===== src/hdl/pfan_pkg.sv =====
// Shared types and constants for the polygon fan triangulator.
`timescale 1ns / 1ps
package pfan_pkg;

    localparam int INDEX_W        = 24;
    localparam int COUNT_W        = 7;
    localparam int MAX_FACE_VERTS = 64;
    localparam int TRI_W          = 6;
    localparam int CFG_ADDR_W     = 2;
    localparam int IN_DATA_W      = 8;
    localparam int OUT_DATA_W     = 3 * INDEX_W;
    localparam int QUEUE_DEPTH    = 2;
    localparam int QPTR_W         = 1;
    localparam int QCNT_W         = 2;

    // Configuration register indexes
    localparam logic [CFG_ADDR_W-1:0] CFG_FLIP_WINDING  = 2'd0;
    localparam logic [CFG_ADDR_W-1:0] CFG_TOTAL_INDICES = 2'd1;
    localparam logic [CFG_ADDR_W-1:0] CFG_INDEX_BASE    = 2'd2;

    typedef struct packed {
        logic               flip_winding;
        logic [INDEX_W-1:0] total_indices;
        logic [INDEX_W-1:0] index_base;
    } t_cfg;

    // One classified face request as it travels from front to back
    typedef struct packed {
        logic               err;
        logic [INDEX_W-1:0] pos;
        logic [TRI_W-1:0]   tris;
    } t_cmd;

endpackage


===== src/hdl/pfan_front.sv =====
// Front end: classifies each face and tracks the running vertex offset.
`timescale 1ns / 1ps
module pfan_front (
    input  logic                          i_clk,
    input  logic                          i_rst_n,
    input  logic                          i_accept,
    input  logic [pfan_pkg::COUNT_W-1:0]  i_count,
    input  logic [pfan_pkg::INDEX_W-1:0]  i_total,
    output pfan_pkg::t_cmd                o_cmd
);
    import pfan_pkg::*;

    logic [INDEX_W-1:0] r_offset, n_offset;
    logic               r_err, n_err;
    logic [INDEX_W:0]   last_pos;
    logic               bad_count;
    logic               out_of_bounds;
    logic               face_err;

    always_comb begin
        // position of the final corner of the last triangle
        last_pos      = {1'b0, r_offset} + (INDEX_W+1)'(i_count) - (INDEX_W+1)'(1);
        bad_count     = (i_count < COUNT_W'(3)) || (i_count > COUNT_W'(MAX_FACE_VERTS));
        out_of_bounds = last_pos >= {1'b0, i_total};
        face_err      = r_err || bad_count || out_of_bounds;

        o_cmd.err  = face_err;
        o_cmd.pos  = r_offset;
        o_cmd.tris = TRI_W'(i_count - COUNT_W'(2));

        n_offset = r_offset;
        n_err    = r_err;
        if (i_accept) begin
            if (face_err) begin
                n_err = 1'b1;
            end else begin
                n_offset = r_offset + INDEX_W'(i_count);
            end
        end
    end

    always_ff @(posedge i_clk) begin
        if (!i_rst_n) begin
            r_offset <= '0;
            r_err    <= 1'b0;
        end else begin
            r_offset <= n_offset;
            r_err    <= n_err;
        end
    end

endmodule


===== src/hdl/pfan_cmd_queue.sv =====
// Two-entry request queue between the front and back ends.
`timescale 1ns / 1ps
module pfan_cmd_queue (
    input  logic            i_clk,
    input  logic            i_rst_n,
    input  logic            i_push,
    input  pfan_pkg::t_cmd  i_cmd,
    output logic            o_full,
    input  logic            i_pop,
    output logic            o_valid,
    output pfan_pkg::t_cmd  o_cmd
);
    import pfan_pkg::*;

    t_cmd              r_mem [QUEUE_DEPTH];
    logic [QPTR_W-1:0] r_wr, n_wr;
    logic [QPTR_W-1:0] r_rd, n_rd;
    logic [QCNT_W-1:0] r_cnt, n_cnt;
    logic              do_push, do_pop;

    always_comb begin
        o_full  = (r_cnt == QCNT_W'(QUEUE_DEPTH));
        o_valid = (r_cnt != '0);
        o_cmd   = r_mem[r_rd];
        do_push = i_push && !o_full;
        do_pop  = i_pop && o_valid;
        n_wr    = do_push ? r_wr + QPTR_W'(1) : r_wr;
        n_rd    = do_pop  ? r_rd + QPTR_W'(1) : r_rd;
        n_cnt   = r_cnt + QCNT_W'(do_push) - QCNT_W'(do_pop);
    end

    always_ff @(posedge i_clk) begin
        if (do_push) begin
            r_mem[r_wr] <= i_cmd;
        end
    end

    always_ff @(posedge i_clk) begin
        if (!i_rst_n) begin
            r_wr  <= '0;
            r_rd  <= '0;
            r_cnt <= '0;
        end else begin
            r_wr  <= n_wr;
            r_rd  <= n_rd;
            r_cnt <= n_cnt;
        end
    end

    q_no_overflow: assert property (@(posedge i_clk) disable iff (!i_rst_n)
        r_cnt <= QCNT_W'(QUEUE_DEPTH))
        else $error("request queue count out of range");

    q_pop_nonempty: assert property (@(posedge i_clk) disable iff (!i_rst_n)
        (r_cnt == '0) |=> (r_cnt <= QCNT_W'(1)))
        else $error("request queue grew by more than one");

    q_count_tracks: assert property (@(posedge i_clk) disable iff (!i_rst_n)
        (do_push && !do_pop) |=> (r_cnt == $past(r_cnt) + QCNT_W'(1)))
        else $error("request queue lost a push");

endmodule


===== src/hdl/pfan_back.sv =====
// Back end: expands requests into fan triangles, one per cycle unless stalled.
`timescale 1ns / 1ps
module pfan_back (
    input  logic                             i_clk,
    input  logic                             i_rst_n,
    input  pfan_pkg::t_cfg                   i_cfg,
    input  logic                             i_cmd_valid,
    input  pfan_pkg::t_cmd                   i_cmd,
    output logic                             o_cmd_pop,
    output logic                             o_valid,
    input  logic                             i_ready,
    output logic [pfan_pkg::OUT_DATA_W-1:0]  o_data,
    output logic                             o_last,
    output logic                             o_err
);
    import pfan_pkg::*;

    logic               r_busy, n_busy;
    logic               r_cerr, n_cerr;
    logic [TRI_W-1:0]   r_left, n_left;
    logic [INDEX_W-1:0] r_pivot, n_pivot;
    logic [INDEX_W-1:0] r_b, n_b;

    logic               r_ovalid, n_ovalid;
    logic [INDEX_W-1:0] r_a, n_a, r_ob, n_ob, r_oc, n_oc;
    logic               r_last, n_last, r_oerr, n_oerr;

    logic               can_load, emit, last_now;
    logic [INDEX_W-1:0] c_pos;

    always_comb begin
        can_load  = !r_ovalid || i_ready;
        emit      = r_busy && can_load;
        last_now  = r_cerr || (r_left == TRI_W'(1));
        o_cmd_pop = i_cmd_valid && (!r_busy || (emit && last_now));
        c_pos     = r_b + INDEX_W'(1);

        n_busy  = r_busy;
        n_cerr  = r_cerr;
        n_left  = r_left;
        n_pivot = r_pivot;
        n_b     = r_b;
        if (emit) begin
            n_left = r_left - TRI_W'(1);
            n_b    = c_pos;
            if (last_now) begin
                n_busy = 1'b0;
            end
        end
        if (o_cmd_pop) begin
            // load next face: pivot and second corner of its first triangle
            n_busy  = 1'b1;
            n_cerr  = i_cmd.err;
            n_left  = i_cmd.tris;
            n_pivot = i_cfg.index_base + i_cmd.pos;
            n_b     = i_cfg.index_base + i_cmd.pos + INDEX_W'(1);
        end

        n_ovalid = r_ovalid && !i_ready;
        n_a      = r_a;
        n_ob     = r_ob;
        n_oc     = r_oc;
        n_last   = r_last;
        n_oerr   = r_oerr;
        if (emit) begin
            n_ovalid = 1'b1;
            n_last   = last_now;
            n_oerr   = r_cerr;
            if (r_cerr) begin
                n_a  = '0;
                n_ob = '0;
                n_oc = '0;
            end else begin
                n_a  = r_pivot;
                n_ob = i_cfg.flip_winding ? c_pos : r_b;
                n_oc = i_cfg.flip_winding ? r_b : c_pos;
            end
        end
    end

    always_ff @(posedge i_clk) begin
        r_cerr  <= n_cerr;
        r_left  <= n_left;
        r_pivot <= n_pivot;
        r_b     <= n_b;
        r_a     <= n_a;
        r_ob    <= n_ob;
        r_oc    <= n_oc;
        r_last  <= n_last;
        r_oerr  <= n_oerr;
    end

    always_ff @(posedge i_clk) begin
        if (!i_rst_n) begin
            r_busy   <= 1'b0;
            r_ovalid <= 1'b0;
        end else begin
            r_busy   <= n_busy;
            r_ovalid <= n_ovalid;
        end
    end

    assign o_valid = r_ovalid;
    assign o_data  = {r_oc, r_ob, r_a};
    assign o_last  = r_last;
    assign o_err   = r_oerr;

    b_err_is_last: assert property (@(posedge i_clk) disable iff (!i_rst_n)
        (r_ovalid && r_oerr) |-> (r_last && r_a == '0 && r_ob == '0 && r_oc == '0))
        else $error("error result must be a single zeroed result");

    b_good_has_work: assert property (@(posedge i_clk) disable iff (!i_rst_n)
        (r_busy && !r_cerr) |-> (r_left != '0))
        else $error("active face with no triangles left");

    b_emit_only_busy: assert property (@(posedge i_clk) disable iff (!i_rst_n)
        (r_ovalid && !$past(r_ovalid)) |-> $past(r_busy))
        else $error("result appeared without an active face");

endmodule


===== src/hdl/polygon_fan_triangulator_unit.sv =====
// Top level of the polygon fan triangulator: config registers, front, queue, back.
//
//  channel  | dir | handshake                    | payload
//  ---------+-----+------------------------------+--------------------------------------
//  s_axis   | in  | s_axis_tvalid/s_axis_tready  | tdata[6:0] face_vertex_count
//  m_axis   | out | m_axis_tvalid/m_axis_tready  | tdata a,b,c; tlast; tuser error
//  cfg      | in  | i_cfg_we                     | i_cfg_addr, i_cfg_wdata
//
// A face of n vertices yields n-2 triangles (one per cycle unless the output stalls);
// an error face yields one zeroed result. The single back-end triangle generator sets this.
// The front classifies a face in the cycle it is accepted; a two-entry queue lets
// it run ahead while the output stalls. Synchronous active-low reset clears the
// offset, the sticky error, the queue and the output valid; config resets to zero.
`timescale 1ns / 1ps
module polygon_fan_triangulator_unit (
    input  logic                              i_clk,
    input  logic                              i_rst_n,
    input  logic                              s_axis_tvalid,
    output logic                              s_axis_tready,
    input  logic [pfan_pkg::IN_DATA_W-1:0]    s_axis_tdata,   // [6:0] face_vertex_count
    output logic                              m_axis_tvalid,
    input  logic                              m_axis_tready,
    output logic [pfan_pkg::OUT_DATA_W-1:0]   m_axis_tdata,   // corner_a, corner_b, corner_c
    output logic                              m_axis_tlast,
    output logic [0:0]                        m_axis_tuser,   // [0] topology_error
    input  logic                              i_cfg_we,
    input  logic [pfan_pkg::CFG_ADDR_W-1:0]   i_cfg_addr,
    input  logic [pfan_pkg::INDEX_W-1:0]      i_cfg_wdata
);
    import pfan_pkg::*;

    t_cfg  r_cfg;
    t_cmd  front_cmd;
    t_cmd  q_cmd;
    logic  q_full, q_valid, q_pop;
    logic  in_accept;
    logic  err_bit;

    always_ff @(posedge i_clk) begin
        if (!i_rst_n) begin
            r_cfg <= '0;
        end else if (i_cfg_we) begin
            case (i_cfg_addr)
                CFG_FLIP_WINDING:  r_cfg.flip_winding  <= i_cfg_wdata[0];
                CFG_TOTAL_INDICES: r_cfg.total_indices <= i_cfg_wdata;
                CFG_INDEX_BASE:    r_cfg.index_base    <= i_cfg_wdata;
                default: ;
            endcase
        end
    end

    assign s_axis_tready = !q_full;
    assign in_accept     = s_axis_tvalid && !q_full;

    pfan_front u_front (
        .i_clk   (i_clk),
        .i_rst_n (i_rst_n),
        .i_accept(in_accept),
        .i_count (s_axis_tdata[COUNT_W-1:0]),
        .i_total (r_cfg.total_indices),
        .o_cmd   (front_cmd)
    );

    pfan_cmd_queue u_queue (
        .i_clk  (i_clk),
        .i_rst_n(i_rst_n),
        .i_push (in_accept),
        .i_cmd  (front_cmd),
        .o_full (q_full),
        .i_pop  (q_pop),
        .o_valid(q_valid),
        .o_cmd  (q_cmd)
    );

    pfan_back u_back (
        .i_clk      (i_clk),
        .i_rst_n    (i_rst_n),
        .i_cfg      (r_cfg),
        .i_cmd_valid(q_valid),
        .i_cmd      (q_cmd),
        .o_cmd_pop  (q_pop),
        .o_valid    (m_axis_tvalid),
        .i_ready    (m_axis_tready),
        .o_data     (m_axis_tdata),
        .o_last     (m_axis_tlast),
        .o_err      (err_bit)
    );

    assign m_axis_tuser = err_bit;

endmodule


===== config.mk =====
export PLATFORM = sky130hd
export DESIGN_NAME = polygon_fan_triangulator_unit
export DESIGN_NICKNAME = d
export VERILOG_FILES = /design/src/hdl/pfan_pkg.sv /design/src/hdl/pfan_front.sv /design/src/hdl/pfan_cmd_queue.sv /design/src/hdl/pfan_back.sv /design/src/hdl/polygon_fan_triangulator_unit.sv
export SDC_FILE = /design/constraint.sdc
export NUM_CORES = 1
export LEC_CHECK = 0
export ABC_CLOCK_PERIOD_IN_PS = 5500
export BUFFER_PORTS_ARGS = -buffer_cell sky130_fd_sc_hd__buf_4
export CORE_MARGIN = 2
export CORE_UTILIZATION = 55
export CTS_CLUSTER_SIZE = 40
export DETAILED_ROUTE_END_ITERATION = 7
export GPL_TIMING_DRIVEN = 0
export PLACE_DENSITY = 0.77
export SYNTH_ARGS = -nofsm -noshare
export SYNTH_HDL_FRONTEND = slang
export SYNTH_SLANG_ARGS = --single-unit

===== constraint.sdc =====
create_clock -name i_clk -period 5.5 [get_ports i_clk]
set_input_delay 0.825 -clock i_clk [delete_from_list [all_inputs] [get_ports i_clk]]
set_output_delay 0.825 -clock i_clk [all_outputs]
set_load 0.01 [all_outputs]

After elaboration in Yosys (flattened, before gate mapping) --
Memory sizes are Yosys's and may differ from the RTL's. A register that Yosys moved wholly into a read port is not among the register bits. Index checks and enable logic that the tools add are counted.
Word-level totals: memories kept 1, bits in writable memories 62, output and inout bits 76, word-level logic and storage cells 81, bits of input ports 39, flip-flop bits (word level) 209
Memories:
- u_queue.r_mem | words 2, bits a word 31, read ports 1, clocked after Yosys merged registers in 1, write ports 1, RTL line pfan_cmd_queue.sv:15 | t_cmd r_mem [QUEUE_DEPTH];
Operators by class: add/sub/neg operators 12, equal/unequal tests 4, bitwise logic cells 1, $lt $le $gt $ge 3, reductions and logical operators 27, muxes and demuxes 14
Operators by type and width (count):
- 2-to-1 mux 24 bit | 4
- adder 24 x 1 -> 24 bit (second input constant) | 2
- adder 24 x 7 -> 25 bit | 1
- greater-or-equal comparator 25 x 24 -> 1 bit | 1
- subtractor 25 x 1 -> 25 bit (second input constant) | 1
- adder 24 bit | 1
- adder 24 x 7 -> 24 bit | 1
- 2-to-1 mux 6 bit | 2
- AND reduction 2 bit | 6
- 2-to-1 mux 1 bit | 8
- greater-than comparator 7 bit (second input constant) | 1
- logical AND 1 bit | 7
- less-than comparator 7 x 2 -> 1 bit (second input constant) | 1
- equality test 6 x 1 -> 1 bit (second input constant) | 1
- logical OR 1 bit | 6
- nonzero test 2 bit | 3
- subtractor 6 x 1 -> 6 bit (second input constant) | 1
- subtractor 6 x 2 -> 6 bit (second input constant) | 1
- equality test 2 bit (second input constant) | 2
- logical NOT 1 bit | 4
- adder 1 bit (second input constant) | 2
- adder 2 x 1 -> 2 bit | 1
- equality test 2 x 1 -> 1 bit (second input constant) | 1
- logical NOT 2 bit | 1
- other kinds (2) | 2

Depth between registers and ports, before layout --
Gate-level depths: netlist of the first run.
word-level depth 9, mapped depth 26, gate-level depth less buffers 25

Modules after synthesis --
Synthesis of the first run repeated with hierarchy kept, for this count alone.
Second synthesis, totals: cells, all modules 1521, area total of the unflattened synthesis 15685.0 µm²
Modules (own cells, without submodules):
- pfan_back | times used 1, area an instance 7631.1 µm², seq. area each 3913.8 µm², cells each 724
- pfan_front | times used 1, area an instance 3652.3 µm², seq. area each 500.5 µm², cells each 484
- pfan_cmd_queue | times used 1, area an instance 2481.1 µm², seq. area each 1961.9 µm², cells each 123
- polygon_fan_triangulator_unit | times used 1, area an instance 1920.6 µm², seq. area each 980.9 µm², cells each 190

Least setup slack after synthesis of the first run --
OpenSTA, ideal clock, no wires.
path kind input -> register, from input m_axis_tready, to register u_back.r_b[0] (enable), slack 0.078 ns, required time 5.126 ns, path buffers 0, cell stages on the path 3, setup time 0.374 ns, arrival 5.049 ns, cells stage by stage nor2b_1 > nor2b_1 > or2_2
On the way: cells in the longest elaborated chain, start to end 6
RTL lines:
- from (decl) | RTL line polygon_fan_triangulator_unit.sv:22 | input logic m_axis_tready,
- logical OR 1 bit * | RTL line pfan_back.sv:32 | can_load = !r_ovalid || i_ready;
- logical AND 1 bit * | RTL line pfan_back.sv:33 | emit = r_busy && can_load;
- named net u_back.emit | RTL line pfan_back.sv:28 | logic can_load, emit, last_now;
- logical AND 1 bit | RTL line pfan_back.sv:35 | o_cmd_pop = i_cmd_valid && (!r_busy || (emit && last_now));
- logical OR 1 bit | RTL line pfan_back.sv:35
- logical AND 1 bit | RTL line pfan_back.sv:35
- nonzero test 2 bit (no source line) *
- to (signal assigned) | RTL line pfan_back.sv:85 | r_b <= n_b;
- to (decl) | RTL line pfan_back.sv:22 | logic [INDEX_W-1:0] r_b, n_b;
The timed path passes the listed nets; every way through them passes the cells marked *. A chain may end at the register's enable or synchronous reset.

Final worst setup path of the first run --
from input s_axis_tdata[1] (netlist name), to register u_front.r_offset[8]
On the way: cells in the longest elaborated chain, start to end 6, elaborated cells on any way between the ends 11, those cells by class add/sub: 3; order compare: 3; bitwise: 1; reduce/logical: 4
RTL lines:
- from (decl) | RTL line polygon_fan_triangulator_unit.sv:20 | input logic [pfan_pkg::IN_DATA_W-1:0] s_axis_tdata,
- adder 24 x 7 -> 25 bit, or another cell as far along | RTL line pfan_front.sv:22 | last_pos = {1'b0, r_offset} + (INDEX_W+1)'(i_count) - (INDEX_W+1)'(1);
- subtractor 25 x 1 -> 25 bit / logical OR 1 bit (equally long branches) | RTL line pfan_front.sv:22, pfan_front.sv:23
- greater-or-equal comparator 25 x 24 -> 1 bit / logical OR 1 bit (equally long branches) | RTL line pfan_front.sv:24, pfan_front.sv:25
- logical OR 1 bit | RTL line pfan_front.sv:25 | face_err = r_err || bad_count || out_of_bounds;
- NOT 1 bit (no source line)
- AND reduction 2 bit (no source line)
- to (signal assigned) | RTL line pfan_front.sv:47 | r_offset <= n_offset;
- to (decl) | RTL line pfan_front.sv:13 | logic [INDEX_W-1:0] r_offset, n_offset;
Several ways; a longest one is shown, not always the timed one.

==> flow_summary.json, run 1 <==
{
  "antenna_found_initial": 0,
  "min_path_type": "flop to flop",
  "synth_edf_count": 191,
  "nFillCells": 2209,
  "cp.required_ns": 5.91,
  "grt_use_total": 0.231,
  "root_buffer": "clkbuf_16",
  "drt_iter0_drc": 1108,
  "row_count": 61,
  "critical_path_class": "input port to flop",
  "maxSlewViolCount": 0,
  "tightestPinTransition_ns": 1.17,
  "gp_congestion": 0.883,
  "yosys_register_bits": 272,
  "cts_made_buffers": 29,
  "firstDrtPassIters": 5,
  "whs_path_depth": 0,
  "crit_arrival_ns": 5.60,
  "path_clk_slew_ns": 0.06,
  "instances_no_fill": 2082,
  "grt_pass1_wl_um": 54100,
  "clock.fmax_mhz": 192,
  "syn_avg_cell_area_um2": 10.1,
  "viasPerCell": 5.46,
  "netlist-cell-type-count": 83,
  "netlist_top_cells_count": "edfxtp_1, nand2_1, a21oi_1",
  "hold_buffers": 0,
  "wire_per_inst_um": 16.5,
  "worstReg2RegStart": "u_front.r_offset[2]",
  "r2r_cells": 25,
  "mappedNetlistArea_um2": 15600,
  "cp-start-kind": "input port",
  "reg2reg_setup_slack_ns": 0.35,
  "ys.flop_type": "edfxtp_1",
  "setup_viol": 0,
  "initial_core_util": 0.560,
  "drive_gt1_frac": 0.154,
  "maxSlewHeadroom": 0.215,
  "slowest_delay_ns": 0.57,
  "outcome": "completed",
  "finalClockSkew_ns": 0.0171,
  "routed_wl_um": 34300,
  "port_buffers": 112,
  "core_area_um2": 27800,
  "utilization": 0.648,
  "wl_met3_um": 1840,
  "grt_pass1_vias": 10800,
  "num_vias": 11400,
  "dieWidth_um": 172,
  "synth_area_leader_cell": "edfxtp_1",
  "worstHoldStart": "u_back.r_cerr",
  "synthCells": 1534,
  "antenna_cells": 0,
  "final_nets": 1831,
  "ir_worst_vdd_mv": 0.255,
  "grt_max_degree": 40,
  "die-area_um2": 29600,
  "post-route-period-util": 0.945,
  "insertion_delay_ns": 0.54,
  "ys_async_sr_fraction": 0,
  "wirelength_met1_um": 14700,
  "yosys.area.top_type_share": 0.369,
  "r2r_end": "u_front.r_offset[12]",
  "startpoint": "s_axis_tdata[1]",
  "yosysWarningCount": 0,
  "cp_slowest_cell": "or4_1",
  "placed_cells": 2026,
  "end_kind": "flop",
  "hold_viol_final": 0,
  "postRouteAntennaNets": 0,
  "dr_wl_met2_um": 16500,
  "cts_sinks": 272,
  "ys_seq_area_frac": 0.473,
  "cts.path.max_buffers": 3,
  "worstPathMaxFanout": 6,
  "drc_errors": 0,
  "highest_layer": "met4",
  "pwr_density_cell_nw_per_um2": 427,
  "overflow": 0,
  "cts_tree": "built",
  "h-tree-depth": 1,
  "die_h_um": 172,
  "p_leak_nw": 7.04,
  "ios": 115,
  "hold_end": "u_back.o_err",
  "area_delta_synth_final_pct": 15.8,
  "cap_violations": 0,
  "fin_crit_ns": 5.20,
  "dpl.hpwl_um": 25900,
  "synth_fp_nets": 1683,
  "synth_area_leaders": "edfxtp_1, dfxtp_1, ha_1"
}
worst max-delay path by stage:
stage                               end  slack, ns  depth (start not counted)
floorplan                 u_back.r_b[0]       0.08                          3
global placement         u_back.r_b[21]      -1.29                          4
detailed placement  u_front.r_offset[6]      -0.69                         26
CTS                 u_front.r_offset[0]       0.06                         26
global route        u_front.r_offset[3]      -0.03                         26
finish              u_front.r_offset[8]       0.30                         25
cell families (layout without fill, tap and decap cells):
kind of cell,count (synthesis),after routing,share of synthesized area
buf+inv,175,345,0.0440
mux,49,49,0.0335
simple gates,532,532,0.175
flops,272,272,0.473
fa+ha+maj,110,110,0.0899
compound gates,262,262,0.107
xor+xnor,134,134,0.0769
area by class of cell:
| cell class | instances | area (um2) | area share |
|---|---|---|---|
| Multi-Input combinational cell | 1087 | 7590 | 0.422 |
| Sequential cell | 272 | 7360 | 0.409 |
| Timing Repair Buffer | 117 | 903 | 0.0502 |
| Clock buffer | 42 | 868 | 0.0482 |
| Tap cell | 378 | 473 | 0.0263 |
| Inverter | 107 | 405 | 0.0225 |
| Buffer | 68 | 287 | 0.0159 |
| Clock inverter | 11 | 115 | 0.00639 |
critical path: cells and delay by family:
| kind | cells | cell delay (ns) |
|---|---|---|
| AOI/OAI and AO/OA | 9 | 1.90 |
| adders and majority gates | 4 | 1.09 |
| and+or+nand+nor | 5 | 1.07 |
| buffers and inverters | 5 | 0.46 |
| xor gates and xnor gates | 2 | 0.24 |
routing by layer:
metal / global-route usage / vias to the layer above
li1: - / 5673
met1: 0.295 / 5265
met2: 0.409 / 356
met3: 0.0243 / 78
met4: 0.0778 / 0
met5: 0 / -
sequential cells by signal, summed over array words and instances (netlist names), 2 cells and up, named ones only:
name	flops
u_queue.r_cnt	2
u_back.r_left	6
u_back.r_b	24
r_cfg	49
u_front.r_offset	24
u_back.r_ob	24
u_back.r_oc	24
u_queue.r_mem	62
u_back.r_pivot	24
u_back.r_a	24
cells in the final DEF (no fill, tap or decap), types with 10 or more instances in the layout:
cell       Yosys  layout
a21o_1        26      26
and2_1        13      13
nor2b_1       43      41
nor4_1        11      11
clkbuf_1      54      61
a21oi_1      120     119
nand2_1      191     191
xnor2_1       80      79
edfxtp_1     191     191
o21ai_0       45      44
clkbuf_16      0      32
buf_4          2     115
nand3_1       30      29
mux2_2        25      25
xor2_1        51      51
mux2i_1       24      24
ha_1         107     107
nand4_1       26      26
nor2_1       107     107
and3_1        26      25
dfxtp_1       81      81
inv_1        103     102
a211oi_1      10      10
nor3_1        23      22
where the power goes:
part | internal (mW) | switching (mW)
clock network | 1.19 | 0.799
logic | 1.04 | 1.56
registers | 2.91 | 0.198
per-stage QoR:
| step | power (mW) | hold slack (ns) | instance area (um2) | setup TNS [ns] | setup WS [ns] |
|---|---|---|---|---|---|
| 2_1_floorplan | 4.93 | 0.424 | 15600 | 0 | 0.0777 |
| 3_3_place_gp | 5.62 | 0.432 | 16900 | -78.86 | -1.29 |
| 3_5_place_dp | 5.71 | 0.432 | 16900 | -13.04 | -0.694 |
| 4_1_cts | 7.71 | 0.443 | 17900 | 0 | 0.0594 |
| 5_1_grt | 8.13 | 0.459 | 18000 | -0.112 | -0.0272 |
| 6_report | 7.69 | 0.441 | 18000 | 0 | 0.302 |
timing repair:
action | CTS | global route
setup buffers | 1 | 1
resized for setup | 2 | 14
setup endpoints to repair | 12 | 27
gates cloned | 0 | 1
pin swaps | 1 | 3
Note: power is estimated with default switching activity, not from simulation.
==> inputs of run 2 (changes only) <==
PLACE_DENSITY = 0.74   (was 0.77)
==> flow_summary.json, run 2 (synthesis gave the netlist of run 1 again) <==
{
  "overflow": 0,
  "tightestPinTransition_ns": 1.18,
  "multi_input_area_um2": 7570,
  "min_path_type": "flop to flop",
  "final_cell_mix": "nand2_1, edfxtp_1, a21oi_1",
  "cp_slowest_cell": "or4_1",
  "hold_slack_ns": 0.439,
  "die_h_um": 172,
  "instances_no_fill": 2083,
  "viasPerCell": 5.42,
  "cts.path.max_buffers": 3,
  "cp-start-kind": "input port",
  "postRouteAntennaNets": 0,
  "whs_path_depth": 0,
  "r2r_cells": 21,
  "initial_core_util": 0.560,
  "routed_wl_um": 34100,
  "grt_pass1_wl_um": 54500,
  "r2r_end": "u_front.r_offset[8]",
  "hold_buffers": 0,
  "antenna_cells": 0,
  "drive_gt1_frac": 0.154,
  "cap_violations": 0,
  "ir_worst_vdd_mv": 0.279,
  "clock.fmax_mhz": 192,
  "drt_iter0_drc": 803,
  "root_buffer": "clkbuf_16",
  "regMostFlops": "u_queue.r_mem",
  "gp_congestion": 0.894,
  "setup_viol": 0,
  "insertion_delay_ns": 0.55,
  "fin_crit_ns": 5.20,
  "critical_path_class": "input port to flop",
  "drc_errors": 0,
  "largest_register_ffs": 62,
  "grt_max_degree": 38,
  "grt_use_total": 0.233,
  "grt_pass1_vias": 11000,
  "nFillCells": 2264,
  "area_delta_synth_final_pct": 15.5,
  "dpl.hpwl_um": 25900,
  "p_total_mw": 7.68,
  "row_count": 61,
  "dieWidth_um": 172,
  "placed_cells": 2026,
  "cts_tree": "built",
  "ios": 115,
  "cts_made_buffers": 30,
  "reg_top3": "u_queue.r_mem (62), r_cfg (49)",
  "crit_arrival_ns": 5.63,
  "p_leak_nw": 7.03,
  "maxSlewHeadroom": 0.211,
  "pwr_density_cell_nw_per_um2": 427,
  "path_clk_slew_ns": 0.06,
  "utilization": 0.647,
  "hold_end": "u_back.o_err",
  "worstHoldStart": "u_back.r_cerr",
  "worstPathMaxFanout": 6,
  "h-tree-depth": 1,
  "setup_tns_ns": 0,
  "core_area_um2": 27800,
  "outcome": "completed",
  "antenna_found_initial": 0,
  "port_buffers": 112,
  "maxSlewViolCount": 0,
  "cts_sinks": 272,
  "num_vias": 11300,
  "hold_viol_final": 0,
  "regArea_um2": 7360,
  "worstReg2RegStart": "u_front.r_offset[2]",
  "die-area_um2": 29600,
  "slowest_delay_ns": 0.53,
  "reg2reg_setup_slack_ns": 0.36,
  "cp.required_ns": 5.93,
  "final_nets": 1830,
  "finalClockSkew_ns": 0.0105,
  "end_kind": "flop",
  "firstDrtPassIters": 5,
  "wire_per_inst_um": 16.4,
  "post-route-period-util": 0.946
}
[run 2: critical path, delay by kind of cell]
kind / cells / cell delay (ns)
AOI/OAI and AO/OA: 9 / 1.99
xor gates and xnor gates: 2 / 0.25
adders and majority gates: 4 / 1.08
buffers and inverters: 5 / 0.46
and+or+nand+nor: 5 / 1.00
[run 2: per-layer routing]
| layer | track usage | wire (um) | share of wire | vias to the layer above |
|---|---|---|---|---|
| met1 | 0.302 | 15100 | 0.44 | 5246 |
| met4 | 0.0767 | 1020 | 0.030 | 0 |
| li1 | - | - | - | 5688 |
| met3 | 0.0275 | 1700 | 0.050 | 62 |
| met2 | 0.408 | 16200 | 0.48 | 289 |
| met5 | 0 | 0 | 0 | - |
[run 2: how the worst max path moves through the flow]
| stage | startpoint | end |
|---|---|---|
| after floorplan | m_axis_tready | u_back.r_b[0] |
| after global placement | m_axis_tready | u_back.r_b[21] |
| after detailed placement | s_axis_tdata[1] | u_front.r_offset[17] |
| after CTS | s_axis_tdata[1] | u_front.r_offset[8] |
| after global routing | s_axis_tdata[1] | u_front.r_offset[8] |
| final | s_axis_tdata[1] | u_front.r_offset[8] |
[run 2: layout make-up]
cell class | count | area share
Timing Repair Buffer | 115 | 0.0494
Sequential cell | 272 | 0.410
Tap cell | 378 | 0.0263
Buffer | 68 | 0.0157
Clock inverter | 18 | 0.0103
Multi-Input combinational cell | 1087 | 0.421
Clock buffer | 38 | 0.0446
Inverter | 107 | 0.0226
[run 2: repair_timing]
action | in CTS | in global routing
setup endpoints to repair | 7 | 22
resized for setup | 1 | 11
buffers inserted | 1 | 0
cloned | 0 | 0
[run 2: report_power, final]
part,switching [mW],internal (mW)
clock network,0.817,1.18
registers,0.199,2.91
logic,1.54,1.04
total,2.56,5.12
[run 2: through the flow]
step / setup slack, ns / area [um2]
after CTS: 0.0676 / 17900
after floorplan: 0.0777 / 15600
final: 0.299 / 18000
after detailed placement: -0.601 / 16900
after global placement: -1.43 / 16900
after global routing: -0.0520 / 18000
